===== src/design/iee_pkg.sv =====
// Shared types and codes for the infix integer expression evaluator.
`default_nettype none
package iee_pkg;

  // Operator that follows each operand
  typedef enum logic [2:0] {
    OP_ADD = 3'd0,
    OP_SUB = 3'd1,
    OP_MUL = 3'd2,
    OP_DIV = 3'd3,
    OP_EQ  = 3'd4
  } op_t;

  // Multiplicative operation waiting for its right operand
  typedef enum logic [1:0] {
    PEND_NONE = 2'd0,
    PEND_MUL  = 2'd1,
    PEND_DIV  = 2'd2
  } pend_t;

  // Request from the sequencer to the shared arithmetic unit
  typedef struct packed {
    logic start;
    logic is_div;
  } alu_req_t;

endpackage
`default_nettype wire


===== src/design/iee_alu.sv =====
// Shared iterative multiply / divide unit: one adder, one bit per cycle.
`default_nettype none
module iee_alu #(
  parameter int W = 32
) (
  input  wire logic            clk,
  input  wire logic            rst,
  input  wire iee_pkg::alu_req_t req,
  input  wire logic [W-1:0]    a,
  input  wire logic [W-1:0]    b,
  output logic                 done,
  output logic [W-1:0]         y
);
  import iee_pkg::*;

  localparam int CW = $clog2(W);

  typedef enum logic [2:0] {
    A_IDLE = 3'b001,
    A_RUN  = 3'b010,
    A_FIX  = 3'b100
  } alu_state_t;

  alu_state_t    state;
  logic [CW-1:0] cnt;
  logic          is_div;
  logic          neg_q;
  logic          b_zero;
  logic [W-1:0]  a_hold;
  // acc / remainder, multiplicand / divisor magnitude, multiplier / quotient
  logic [W-1:0]  reg_a;
  logic [W-1:0]  reg_b;
  logic [W-1:0]  reg_c;

  logic [W:0]    shifted;
  logic [W:0]    add_a;
  logic [W:0]    add_b;
  logic          add_cin;
  logic [W:0]    sum;
  logic [W-1:0]  a_mag;
  logic [W-1:0]  b_mag;

  // Magnitudes for the divide path
  assign a_mag = a[W-1] ? (~a) + W'(1) : a;
  assign b_mag = b[W-1] ? (~b) + W'(1) : b;

  // The single shared adder
  assign shifted = {reg_a, reg_c[W-1]};
  always_comb begin
    if (is_div) begin
      add_a   = shifted;
      add_b   = ~{1'b0, reg_b};
      add_cin = 1'b1;
    end else begin
      add_a   = {1'b0, reg_a};
      add_b   = reg_c[0] ? {1'b0, reg_b} : '0;
      add_cin = 1'b0;
    end
  end
  assign sum = add_a + add_b + {{W{1'b0}}, add_cin};

  // Sequencer and datapath registers
  always_ff @(posedge clk) begin
    if (rst) begin
      state <= A_IDLE;
    end else begin
      unique case (state)
        A_IDLE: begin
          if (req.start) begin
            state  <= A_RUN;
            cnt    <= CW'(W - 1);
            is_div <= req.is_div;
            a_hold <= a;
            b_zero <= (b == '0);
            neg_q  <= a[W-1] ^ b[W-1];
            reg_a  <= '0;
            if (req.is_div) begin
              reg_b <= b_mag;
              reg_c <= a_mag;
            end else begin
              reg_b <= a;
              reg_c <= b;
            end
          end
        end
        A_RUN: begin
          if (is_div) begin
            if (!sum[W]) begin
              reg_a <= sum[W-1:0];
              reg_c <= {reg_c[W-2:0], 1'b1};
            end else begin
              reg_a <= shifted[W-1:0];
              reg_c <= {reg_c[W-2:0], 1'b0};
            end
          end else begin
            reg_a <= sum[W-1:0];
            reg_b <= {reg_b[W-2:0], 1'b0};
            reg_c <= {1'b0, reg_c[W-1:1]};
          end
          cnt <= cnt - CW'(1);
          if (cnt == '0) begin
            state <= A_FIX;
          end
        end
        A_FIX: begin
          state <= A_IDLE;
        end
        default: begin
          state <= A_IDLE;
        end
      endcase
    end
  end

  // Sign fix and divide-by-zero pass-through
  always_comb begin
    if (!is_div) begin
      y = reg_a;
    end else if (b_zero) begin
      y = a_hold;
    end else if (neg_q) begin
      y = (~reg_c) + W'(1);
    end else begin
      y = reg_c;
    end
  end

  assign done = (state == A_FIX);

endmodule
`default_nettype wire


===== src/design/infix_integer_expression_evaluator.sv =====
// Top level: sequencer, expression state and stream ports.
//
// Channel | Direction | Contents
// s_*     | in        | tdata: operand; tuser: operation (0 +, 1 -, 2 *, 3 /, 4 =)
// m_*     | out       | tdata: result, one word per '=' item
//
// An item whose left side has no pending * or / goes from its accept through
// a start step and a commit step back to idle. With a pending * or / it also
// waits in a busy step while the shared adder in the multiply / divide unit
// settles one bit per cycle. Ready stays low while an item is worked on, and
// an '=' item waits in the last step while the output word is still not taken.
// Reset (rst, synchronous) clears the expression state and the output word.
`default_nettype none
module infix_integer_expression_evaluator #(
  parameter int DATA_WIDTH = 32
) (
  input  wire logic                                  clk,
  input  wire logic                                  rst,
  input  wire logic                                  s_tvalid,
  output logic                                       s_tready,
  // [DATA_WIDTH-1:0] operand, zero padded to whole bytes
  input  wire logic [((DATA_WIDTH + 7) / 8) * 8 - 1:0] s_tdata,
  // [2:0] operation
  input  wire logic [2:0]                            s_tuser,
  output logic                                       m_tvalid,
  input  wire logic                                  m_tready,
  // [DATA_WIDTH-1:0] result, zero padded to whole bytes
  output logic [((DATA_WIDTH + 7) / 8) * 8 - 1:0]    m_tdata
);
  import iee_pkg::*;

  localparam int W  = DATA_WIDTH;
  localparam int PW = ((DATA_WIDTH + 7) / 8) * 8;

  typedef enum logic [3:0] {
    S_IDLE   = 4'b0001,
    S_START  = 4'b0010,
    S_BUSY   = 4'b0100,
    S_COMMIT = 4'b1000
  } state_t;

  state_t       state;
  logic [W-1:0] x_reg;
  logic [2:0]   op_reg;
  logic [W-1:0] t_reg;
  logic [W-1:0] running_sum;
  logic         add_neg;
  logic [W-1:0] product_term;
  pend_t        pend;
  logic [W-1:0] out_data;
  logic         out_valid;

  alu_req_t     alu_req;
  logic         alu_done;
  logic [W-1:0] alu_y;
  logic         op_ok;
  logic         op_term;
  logic         out_free;
  logic         emit;
  logic [W-1:0] sum_next;

  assign op_ok    = (op_reg <= OP_EQ);
  assign op_term  = (op_reg == OP_MUL) || (op_reg == OP_DIV);
  assign out_free = !out_valid || m_tready;
  assign sum_next = add_neg ? running_sum - t_reg : running_sum + t_reg;
  assign emit     = (state == S_COMMIT) && (op_reg == OP_EQ) && out_free;

  assign s_tready = (state == S_IDLE);
  assign m_tvalid = out_valid;
  assign m_tdata  = PW'(out_data);

  // Start the shared unit when a * or / is waiting for this operand
  assign alu_req.start  = (state == S_START) && op_ok
                          && ((pend == PEND_MUL) || (pend == PEND_DIV));
  assign alu_req.is_div = (pend == PEND_DIV);

  iee_alu #(
    .W (W)
  ) u_alu (
    .clk  (clk),
    .rst  (rst),
    .req  (alu_req),
    .a    (product_term),
    .b    (x_reg),
    .done (alu_done),
    .y    (alu_y)
  );

  // Output word register: load on '=', drop once taken
  always_ff @(posedge clk) begin
    if (rst) begin
      out_valid <= 1'b0;
      out_data  <= '0;
    end else if (emit) begin
      out_valid <= 1'b1;
      out_data  <= sum_next;
    end else if (m_tready) begin
      out_valid <= 1'b0;
    end
  end

  // Sequencer
  always_ff @(posedge clk) begin
    if (rst) begin
      state        <= S_IDLE;
      running_sum  <= '0;
      add_neg      <= 1'b0;
      product_term <= '0;
      pend         <= PEND_NONE;
    end else begin
      unique case (state)
        S_IDLE: begin
          if (s_tvalid) begin
            x_reg  <= s_tdata[W-1:0];
            op_reg <= s_tuser;
            state  <= S_START;
          end
        end
        S_START: begin
          priority if (!op_ok) begin
            state <= S_IDLE;
          end else if (alu_req.start) begin
            state <= S_BUSY;
          end else begin
            t_reg <= x_reg;
            state <= S_COMMIT;
          end
        end
        S_BUSY: begin
          if (alu_done) begin
            t_reg <= alu_y;
            state <= S_COMMIT;
          end
        end
        S_COMMIT: begin
          priority if (op_term) begin
            product_term <= t_reg;
            pend         <= (op_reg == OP_MUL) ? PEND_MUL : PEND_DIV;
            state        <= S_IDLE;
          end else if (op_reg == OP_EQ) begin
            // Start over once the total has gone to the output word
            if (out_free) begin
              running_sum  <= '0;
              add_neg      <= 1'b0;
              product_term <= '0;
              pend         <= PEND_NONE;
              state        <= S_IDLE;
            end
          end else begin
            running_sum  <= sum_next;
            add_neg      <= (op_reg == OP_SUB);
            product_term <= '0;
            pend         <= PEND_NONE;
            state        <= S_IDLE;
          end
        end
        default: begin
          state <= S_IDLE;
        end
      endcase
    end
  end

endmodule
`default_nettype wire


===== config.mk =====
export PLATFORM = sky130hd
export DESIGN_NAME = infix_integer_expression_evaluator
export DESIGN_NICKNAME = d
export VERILOG_FILES = /design/src/design/iee_pkg.sv /design/src/design/iee_alu.sv /design/src/design/infix_integer_expression_evaluator.sv
export SDC_FILE = /design/constraint.sdc
export NUM_CORES = 1
export LEC_CHECK = 0
export ABC_AREA = 0
export BUFFER_PORTS_ARGS = -buffer_cell sky130_fd_sc_hd__buf_2
export CAP_MARGIN = 20
export CORE_ASPECT_RATIO = 1.25
export CORE_MARGIN = 2
export CORE_UTILIZATION = 65
export CTS_BUF_LIST = sky130_fd_sc_hd__clkbuf_2 sky130_fd_sc_hd__clkbuf_4 sky130_fd_sc_hd__clkbuf_8
export DETAILED_ROUTE_END_ITERATION = 8
export PLACE_DENSITY = 0.94
export SYNTH_ARGS = -nofsm -noshare
export SYNTH_HDL_FRONTEND = slang
export SYNTH_SLANG_ARGS = --single-unit
export TNS_END_PERCENT = 5

===== constraint.sdc =====
create_clock -name clk -period 5.7 [get_ports clk]
set_clock_uncertainty 0.2 [all_clocks]
set_input_delay 1.14 -clock clk [delete_from_list [all_inputs] [get_ports clk]]
set_output_delay 1.14 -clock clk [all_outputs]
set_load 0.005 [all_outputs]

[Word-level counts from Yosys, hierarchy flattened]
Cells that the tools add are included.
Word-level totals
  ROM bits: 0
  memories: 0
  bits in writable memories: 0
  flip-flop bits (word level): 310
  logic and storage cells: 132
  bits in latches: 0
Cells by class
  order comparisons: 1
  bitwise operators: 7
  eq/ne operators: 23
  multiplexer cells: 52
  shift operators: 0
  divide/modulo/power cells: 0
  reduce and logical (&&, ||, !) cells: 22
  multiply operators: 0
  $add $sub $neg: 8
Operator list (number)
  2-to-1 mux 32 bit: 23
  case mux 32 bit (2 select lines): 4
  adder 32 x 1 -> 32 bit, second input constant: 3
  NOT 32 bit: 3
  2-to-1 mux 33 bit: 2
  adder 33 x 1 -> 33 bit: 1
  adder 33 bit: 1
  NOT 32 -> 33 bit: 1
  adder 32 bit: 1
  zero test 32 bit: 1
  subtractor 32 bit: 1
  2-to-1 mux 4 bit: 7
  case mux 4 bit (4 select lines): 1
  AND reduction 3 bit: 5
  != test 2 bit, second input constant: 7
  case mux 5 bit (2 select lines): 1
  == test 3 x 2 -> 1 bit, second input constant: 3
  2-to-1 mux 2 bit: 4
  == test 3 x 1 -> 1 bit, second input constant: 2
  == test 3 bit, second input constant: 2
  2-to-1 mux 1 bit: 6
  2-to-1 mux 3 bit: 2
  case mux 3 bit (2 select lines): 1
  nonzero test 2 bit: 3
  other kinds (21): 28

[Depth between registers and ports, before layout]
Gate-level depths: netlist of the first run.
  word-level depth: 7
  depth in mapped cells: 21

[Hierarchy]
From an unflattened synthesis of the first run, not the netlist that was laid out.
Second synthesis, totals
  cells, all modules: 2310
  area, all modules: 20419.6 µm²
Modules (own cells, without submodules)
  iee_alu: instances 1, cells an instance 1331, seq. area each 4144.0 µm², area an instance 11380.9 µm²
  infix_integer_expression_evaluator: instances 1, cells an instance 979, seq. area each 4093.9 µm², area an instance 9038.7 µm²

[Least setup slack after synthesis of the first run]
No wires, ideal clock.
  path type: in2reg
  start point: input port rst
  end point: register u_alu.a_hold[0] (enable)
  cell stages on the path: 3
  data required time: 5029 ps
  path buffers: 2
  slack: 1039 ps
  arrival: 3990 ps
  setup time: 471 ps
  path through: clkbuf_1 clkbuf_1 nor3_1
On the way
  word-level cells in the longest chain between the ends: 2
RTL lines
  start, declared: RTL line infix_integer_expression_evaluator.sv:18  | input wire logic rst,
  NOT 1 bit (no source line)
  AND reduction 3 bit (no source line)
  end signal, assigned: RTL line iee_alu.sv:73  | a_hold <= a;
  end, declared: RTL line iee_alu.sv:29  | logic [W-1:0] a_hold;
Every way passes these cells.
A chain may end at the register's enable or synchronous reset.

[Final worst setup path of the first run]
  start point: register t_reg[2]
  end point: register running_sum[28]
On the way
  word-level cells in the longest chain between the ends: 3
RTL lines
  start, declared: RTL line infix_integer_expression_evaluator.sv:45  | logic [W-1:0] t_reg;
  start signal, assigned: RTL line infix_integer_expression_evaluator.sv:125  | t_reg <= x_reg;
  start signal, assigned: RTL line infix_integer_expression_evaluator.sv:131  | t_reg <= alu_y;
  adder 32 bit or subtractor 32 bit (tied branches): RTL line infix_integer_expression_evaluator.sv:65  | assign sum_next = add_neg ? running_sum - t_reg : running_sum + t_reg;
  2-to-1 mux 32 bit (*): RTL line infix_integer_expression_evaluator.sv:65
  2-to-1 mux 32 bit (*): RTL line infix_integer_expression_evaluator.sv:140  | end else if (op_reg == OP_EQ) begin
  end signal, assigned: RTL line infix_integer_expression_evaluator.sv:150  | running_sum <= sum_next;
  end, declared: RTL line infix_integer_expression_evaluator.sv:46  | logic [W-1:0] running_sum;
Mark *: on every way between the ends. The rest lies on a longest branch, timed or not.

==> results of run 1 <==
-- synth_stat cells, types with 7 or more instances --
cell | count | area [um^2]
and3_1 | 12 | 75.07
ha_1 | 68 | 850.8
o31ai_1 | 36 | 270.3
a31oi_1 | 12 | 75.07
nor3_1 | 34 | 170.2
nand2b_1 | 19 | 118.9
nand4_1 | 7 | 43.79
o21ai_0 | 203 | 1016
buf_1 | 11 | 41.29
a21oi_1 | 190 | 950.9
a21o_1 | 30 | 225.2
clkbuf_1 | 120 | 450.4
xor2_1 | 98 | 858.3
xnor2_1 | 80 | 700.7
nand3b_1 | 9 | 67.56
nand2_1 | 323 | 1212
nor4_1 | 13 | 81.33
nand3_1 | 58 | 290.3
o41ai_1 | 8 | 70.07
edfxtp_1 | 203 | 6096
mux2_2 | 30 | 337.8
dfxtp_1 | 107 | 2142
o21bai_1 | 9 | 67.56
or4_1 | 11 | 82.58
or3_1 | 9 | 56.30
nor2b_1 | 12 | 75.07
a22oi_1 | 25 | 187.7
nor2_1 | 178 | 668.1
a211oi_1 | 24 | 180.2
mux2i_1 | 81 | 810.8
o211ai_1 | 44 | 330.3
inv_1 | 44 | 165.2
-- stage by stage --
stage | util | cells
final | 0.7102 | 2674
after global routing | 0.7102 | 2674
after CTS | 0.7092 | 2672
after detailed placement | 0.6767 | 2580
after global placement | 0.6767 | 2580
after floorplan | - | 2218
-- worst min-delay path by stage --
stage | from | to | cells after the start
2_1_floorplan | pend[0]$_SDFFE_PP0P_ | pend[0]$_SDFFE_PP0P_ | 2
3_3_place_gp | m_tdata[23]$_SDFFE_PP0P_ | m_tdata[23]$_SDFFE_PP0P_ | 2
3_5_place_dp | m_tdata[14]$_SDFFE_PP0P_ | m_tdata[14]$_SDFFE_PP0P_ | 2
4_1_cts | m_tdata[13]$_SDFFE_PP0P_ | m_tdata[13]$_SDFFE_PP0P_ | 2
5_1_grt | pend[0]$_SDFFE_PP0P_ | pend[0]$_SDFFE_PP0P_ | 2
6_report | m_tdata[7]$_SDFFE_PP0P_ | m_tdata[7]$_SDFFE_PP0P_ | 2
-- cell families after synthesis --
kind of cell / synth area share
AOI/OAI and AO/OA: 0.1978
adders and majority gates: 0.04619
muxes: 0.05825
xor gates and xnor gates: 0.07906
buffers and inverters: 0.03598
and+or+nand+nor: 0.1650
DFF: 0.4178
-- report_power, final --
group          switching, uW  internal (uW)  total, uW
Combinational           75.5           46.3        122
Clock                    944            972       1920
Sequential              29.0           2400       2430
Total                   1050           3420       4460
-- final cells by class --
cell class / count / area share
antenna: 1 / 0.0001174
clock buffer: 66 / 0.03966
clock inverter: 26 / 0.006044
inverter: 46 / 0.008097
multi-input combinational: 1723 / 0.5081
sequential: 310 / 0.3863
tap: 401 / 0.02353
timing repair buffer: 101 / 0.02816
-- worst max-delay path: stages, from the launching register on --
cell       delay, ns
edfxtp_1        0.46
nor2_1          0.21
nor4b_1         0.36
nor3b_1         0.24
buf_4           0.17
nor2b_1         0.24
a21oi_1         0.12
xnor2_1         0.15
ha_1            0.36
a21o_1          0.20
a21oi_1         0.15
nor2b_1         0.08
o41a_1          0.35
a2111oi_0       0.66
nor2_1          0.21
a211oi_1        0.34
xor2_1          0.21
o22ai_1         0.08
-- layer usage --
metal | GRT usage | share of wire
met4 | 0.1365 | 0.037
met5 | 0 | 0
met3 | 0.05838 | 0.095
met1 | 0.4046 | 0.38
met2 | 0.5833 | 0.49
==> flow_metrics.py, run 1 <==
metrics = {
    "run_status": {
        "outcome": "completed",
    },
    "logic_synthesis": {
        "synth_nets": 2328,
        "post_synth_inst_count": 2218,
        "synth_ff_type": "edfxtp_1",
        "yosys_warns": 0,
        "ys_ff_latch": 310,
        "post_synth_num_cell_types": 75,
        "syn_area_cell_um2": 8.890,
        "synth_async_sr_flop_share": 0,
        "post_synth_edffs": 203,
        "ys_seq_area_frac": 0.4178,
        "syn_area_um2": 19720,
    },
    "setup_path": {
        "cp_data_required_time_ns": 5.98,
        "rr_worst_depth": 17,
        "setup.worst_path.end_class": "flip-flop",
        "timing.critical_path.arrival_ns": 5.21,
        "reg2reg_setup_slack_ns": 0.77,
        "worst_setup_path_startpoint": "t_reg[2]$_DFFE_PP_",
        "r2r_start": "t_reg[2]$_DFFE_PP_",
        "crit_path_to": "running_sum[28]$_SDFFE_PP0P_",
        "critical_path.max_fanout": 6,
        "critical_path_class": "reg -> reg",
        "timing.critical_path.from_type": "flip-flop",
        "critical_path.reg2reg.endpoint": "running_sum[28]$_SDFFE_PP0P_",
    },
    "place": {
        "routabilityCongestion": 0.9438,
        "place.detailed.hpwl_um": 37860,
        "numPortBuffers": 72,
        "placement_cell_area_um2": 20320,
        "pre_cts_ws_ns": 0.8964,
    },
    "layout": {
        "layout.cell_area.non_filler_um2": 21320,
        "nFillCells": 2244,
        "seq_area_um2": 8238,
        "area_delta_synth_final_pct": 8.141,
        "finish.net_count": 2343,
        "final_common_cell": "nand2_1",
        "layout.cells.most_common_list": "nand2_1, o21ai_0, edfxtp_1, a21oi_1, nor2_1",
        "multi_input_area_um2": 10830,
        "layout-drive-gt1-share": 0.1105,
    },
    "floorplanning": {
        "die-width_um": 159.8,
        "dieArea_um2": 31750,
        "placementRows": 71,
        "floorplan.core_area_um2": 30030,
        "die-height_um": 198.7,
        "initial_utilization": 0.6567,
        "pin_count": 73,
    },
    "sta": {
        "final_layout_worst_hold_slack_ns": 0.2525,
        "final_min_period_over_clock_period": 0.8655,
        "grt_setup_unrepaired": "false",
        "finalSetupTns_ns": 0,
        "setup_ws_ns": 0.7665,
        "final_period_minus_worst_setup_slack_ns": 4.934,
        "timing_worst_slew_pin_value_ns": 1.101,
        "finalSetupViolCount": 0,
        "report.final.hold_viol_count": 0,
        "timing.fmax_mhz": 202.7,
        "timing.slew.headroom": 0.2662,
        "report.final.slew_viol_count": 0,
    },
    "drt": {
        "dr_total_vias": 17310,
        "wire_per_inst_um": 20.01,
        "drc_errors": 0,
        "drt-initial-drc-count": 1889,
        "via_per_inst": 6.474,
        "antenna_left": 0,
        "drtPass1Iterations": 8,
        "detail_route.wirelength_um": 53500,
    },
    "power": {
        "power_per_cell_area_nw_per_um2": 209.3,
        "power.ir.vdd_worst_uv": 187.3,
        "report.power.total_uw": 4464,
        "leakagePower_uw": 0.007967,
    },
    "worst_hold_path": {
        "timing.hold.worst.class": "reg -> reg",
    },
    "clock_network": {
        "cts_root_buf": "clkbuf_8",
        "cts_buffers": 51,
        "cts-hold-fix-buffers": 0,
        "clkTransAtPathRegs_ns": 0.07,
        "tritoncts": "yes",
        "cts-root-to-sink-buffers": 3,
        "htree_num_levels": 2,
        "post_cts.repair.setup_buffers": 0,
        "cts_repair_resize_count": 0,
        "cts_sinks": 310,
        "insertion_delay_ns": 0.61,
    },
    "global_routing": {
        "wire_length_of_the_first_global_routing_pass_um": 85580,
        "grt_antenna_before_repair": 2,
        "grt_start_max_net_pins": 78,
        "grt.overflow.total": 0,
        "grt_pass1_vias": 16960,
        "globalRouteTotalUtil": 0.3316,
    },
    "run": {
        "drv.max_cap_violation_count": 0,
    },
}
(Power assumes the default switching activity.)
==> run 2, diff against run 1 <==
clock period = 6.3 ns   (was 5.7 ns; I/O delays follow)
==> run 2 against run 1 <==
Setup slack improved by 0.36 ns. Combinational power decreased by 11%. Cell count decreased by 0.30%. Total power decreased by 7.6%. Critical path depth decreased by 3. Maximum frequency decreased by 4.6%. Global-route usage decreased by 1.2 points. Register-to-register slack improved by 0.36 ns. Highest routed layer unchanged.
==> flow_metrics.py, run 2 (same netlist as run 1, synthesis figures left out) <==
metrics = {
    "layout": {
        "nFillCells": 2169,
        "finish.net_count": 2337,
        "layout-drive-gt1-share": 0.1091,
        "stdcell_count": 2666,
        "antenna-diode-count": 0,
        "final_common_cell": "nand2_1",
        "seq_area_um2": 8238,
        "area_delta_synth_final_pct": 8.433,
        "multi_input_area_um2": 10830,
        "layout.cells.most_common_list": "nand2_1, o21ai_0, edfxtp_1, a21oi_1, nor2_1",
    },
    "setup_path": {
        "cp_max_stage_cell": "buf_12",
        "critical_path.max_fanout": 108,
        "critical_path_depth": 14,
        "timing.critical_path.arrival_ns": 5.27,
        "rr_worst_depth": 14,
        "cp_cell_sequence": "buf_12 -> mux2i_1 -> fa_1 -> fa_1 -> nand2b_1 -> a21oi_1 -> o21ai_0 -> o21ai_1 -> a41oi_2 -> o211a_1 -> nor3_4 -> buf_4 -> mux2i_1 -> nor2_1",
        "critical_path_class": "reg -> reg",
        "worst_path_dominant_cell_family": "compound AO/OA/AOI/OAI gates",
        "setup.worst_path.end_class": "flip-flop",
        "cp_data_required_time_ns": 6.40,
        "timing.critical_path.from_type": "flip-flop",
        "path_buf_inv": 2,
        "critPathMaxStageDelay_ns": 0.53,
    },
    "clock_network": {
        "cts_sinks": 310,
        "cts_repair_resize_count": 0,
        "clkTransAtPathRegs_ns": 0.07,
        "cts_buffers": 49,
        "post_cts.repair.setup_buffers": 0,
        "cts-root-to-sink-buffers": 3,
        "htree_num_levels": 2,
        "cts_root_buf": "clkbuf_8",
        "cts-hold-fix-buffers": 0,
        "tritoncts": "yes",
        "insertion_delay_ns": 0.59,
    },
    "floorplanning": {
        "placementRows": 71,
        "dieArea_um2": 31750,
        "die-width_um": 159.8,
        "pin_count": 73,
        "floorplan.core_area_um2": 30030,
        "die-height_um": 198.7,
        "initial_utilization": 0.6567,
    },
    "power": {
        "power_per_cell_area_nw_per_um2": 192.8,
        "power.ir.vdd_worst_uv": 197.6,
        "report.power.total_uw": 4123,
        "leakagePower_uw": 0.007995,
    },
    "global_routing": {
        "globalRouteTotalUtil": 0.3199,
        "grt.overflow.total": 0,
        "wire_length_of_the_first_global_routing_pass_um": 82980,
        "grt_start_max_net_pins": 127,
        "grt_antenna_before_repair": 0,
        "grt_pass1_vias": 16580,
    },
    "drt": {
        "via_per_inst": 6.453,
        "wire_per_inst_um": 19.57,
        "drtPass1Iterations": 6,
        "drt-initial-drc-count": 2066,
        "dr_total_vias": 17200,
        "drc_errors": 0,
        "detail_route.wirelength_um": 52170,
        "antenna_left": 0,
    },
    "sta": {
        "timing.slew.headroom": 0.2580,
        "final_period_minus_worst_setup_slack_ns": 5.169,
        "grt_setup_unrepaired": "false",
        "finalSetupTns_ns": 0,
        "timing.fmax_mhz": 193.5,
        "report.final.slew_viol_count": 0,
        "report.final.hold_viol_count": 0,
        "timing_worst_slew_pin_value_ns": 1.112,
        "final_layout_worst_hold_slack_ns": 0.2500,
        "finalSetupViolCount": 0,
        "final_min_period_over_clock_period": 0.8205,
    },
    "run": {
        "drv.max_cap_violation_count": 0,
    },
    "place": {
        "place.detailed.hpwl_um": 35970,
        "routabilityCongestion": 0.9498,
        "placed_cells": 2575,
        "numPortBuffers": 72,
    },
    "worst_hold_path": {
        "timing.hold.worst.class": "reg -> reg",
        "cell_depth_of_the_worst_min_delay_path": 2,
    },
    "run_status": {
        "outcome": "completed",
    },
}
==> run 2: changes by cell type in the layout (fill, tap and decap cells not counted), moves of 2 or more <==
cell        change
clkinv_1        -3
clkinv_2        -7
bufinv_16       +2
clkbuf_4        +7
clkinvlp_4      -3
buf_4           -6
==> run 2: area by class of cell <==
class,instances,area share
timing repair buffer,97,0.02821
tap,401,0.02347
multi-input combinational,1723,0.5067
clock inverter,15,0.005618
sequential,310,0.3853
clock buffer,74,0.04266
inverter,46,0.008075
==> run 2: per-layer routing <==
metal | track usage | vias up | part of all wire
met2 | 0.5427 | 915 | 0.48
met1 | 0.3986 | 8062 | 0.38
li1 | - | 8054 | -
met5 | 0 | - | 0
met4 | 0.1558 | 0 | 0.042
met3 | 0.05442 | 172 | 0.093
==> run 2: worst register-to-register path, stage by stage, from the launching register on <==
cell,delay [ns]
edfxtp_1,0.41
buf_12,0.53
mux2i_1,0.28
fa_1,0.49
fa_1,0.43
nand2b_1,0.19
a21oi_1,0.24
o21ai_0,0.28
o21ai_1,0.29
a41oi_2,0.24
o211a_1,0.31
nor3_4,0.17
buf_4,0.49
mux2i_1,0.28
nor2_1,0.07
==> run 2: through the flow <==
| stage | util | cell area, um^2 | setup WS, ns |
|---|---|---|---|
| 6_report | 0.7121 | 21380 | 1.131 |
| 5_1_grt | 0.7121 | 21380 | 0.8244 |
| 4_1_cts | 0.7103 | 21330 | 1.233 |
| 3_5_place_dp | 0.6759 | 20290 | 1.283 |
| 3_3_place_gp | 0.6759 | 20290 | 1.474 |
| 2_1_floorplan | - | 19720 | 1.519 |
==> run 2: worst paths after layout <==
check / end / start / slack (ns)
worst max register to register: u_alu.reg_a[5]$_SDFFCE_PN0P_ / u_alu.is_div$_DFFE_PP_ / 1.13
worst min register to register: m_tdata[19]$_SDFFE_PP0P_ / m_tdata[19]$_SDFFE_PP0P_ / 0.25
worst max-delay path: u_alu.reg_a[5]$_SDFFCE_PN0P_ / u_alu.is_div$_DFFE_PP_ / 1.13
worst min-delay path: m_tdata[19]$_SDFFE_PP0P_ / m_tdata[19]$_SDFFE_PP0P_ / 0.25
==> run 2: report_power, final <==
| part | switching [uW] | internal [uW] |
|---|---|---|
| logic | 66.6 | 41.8 |
| registers | 26.2 | 2170 |
| clock network | 814 | 1010 |
| total | 906 | 3220 |
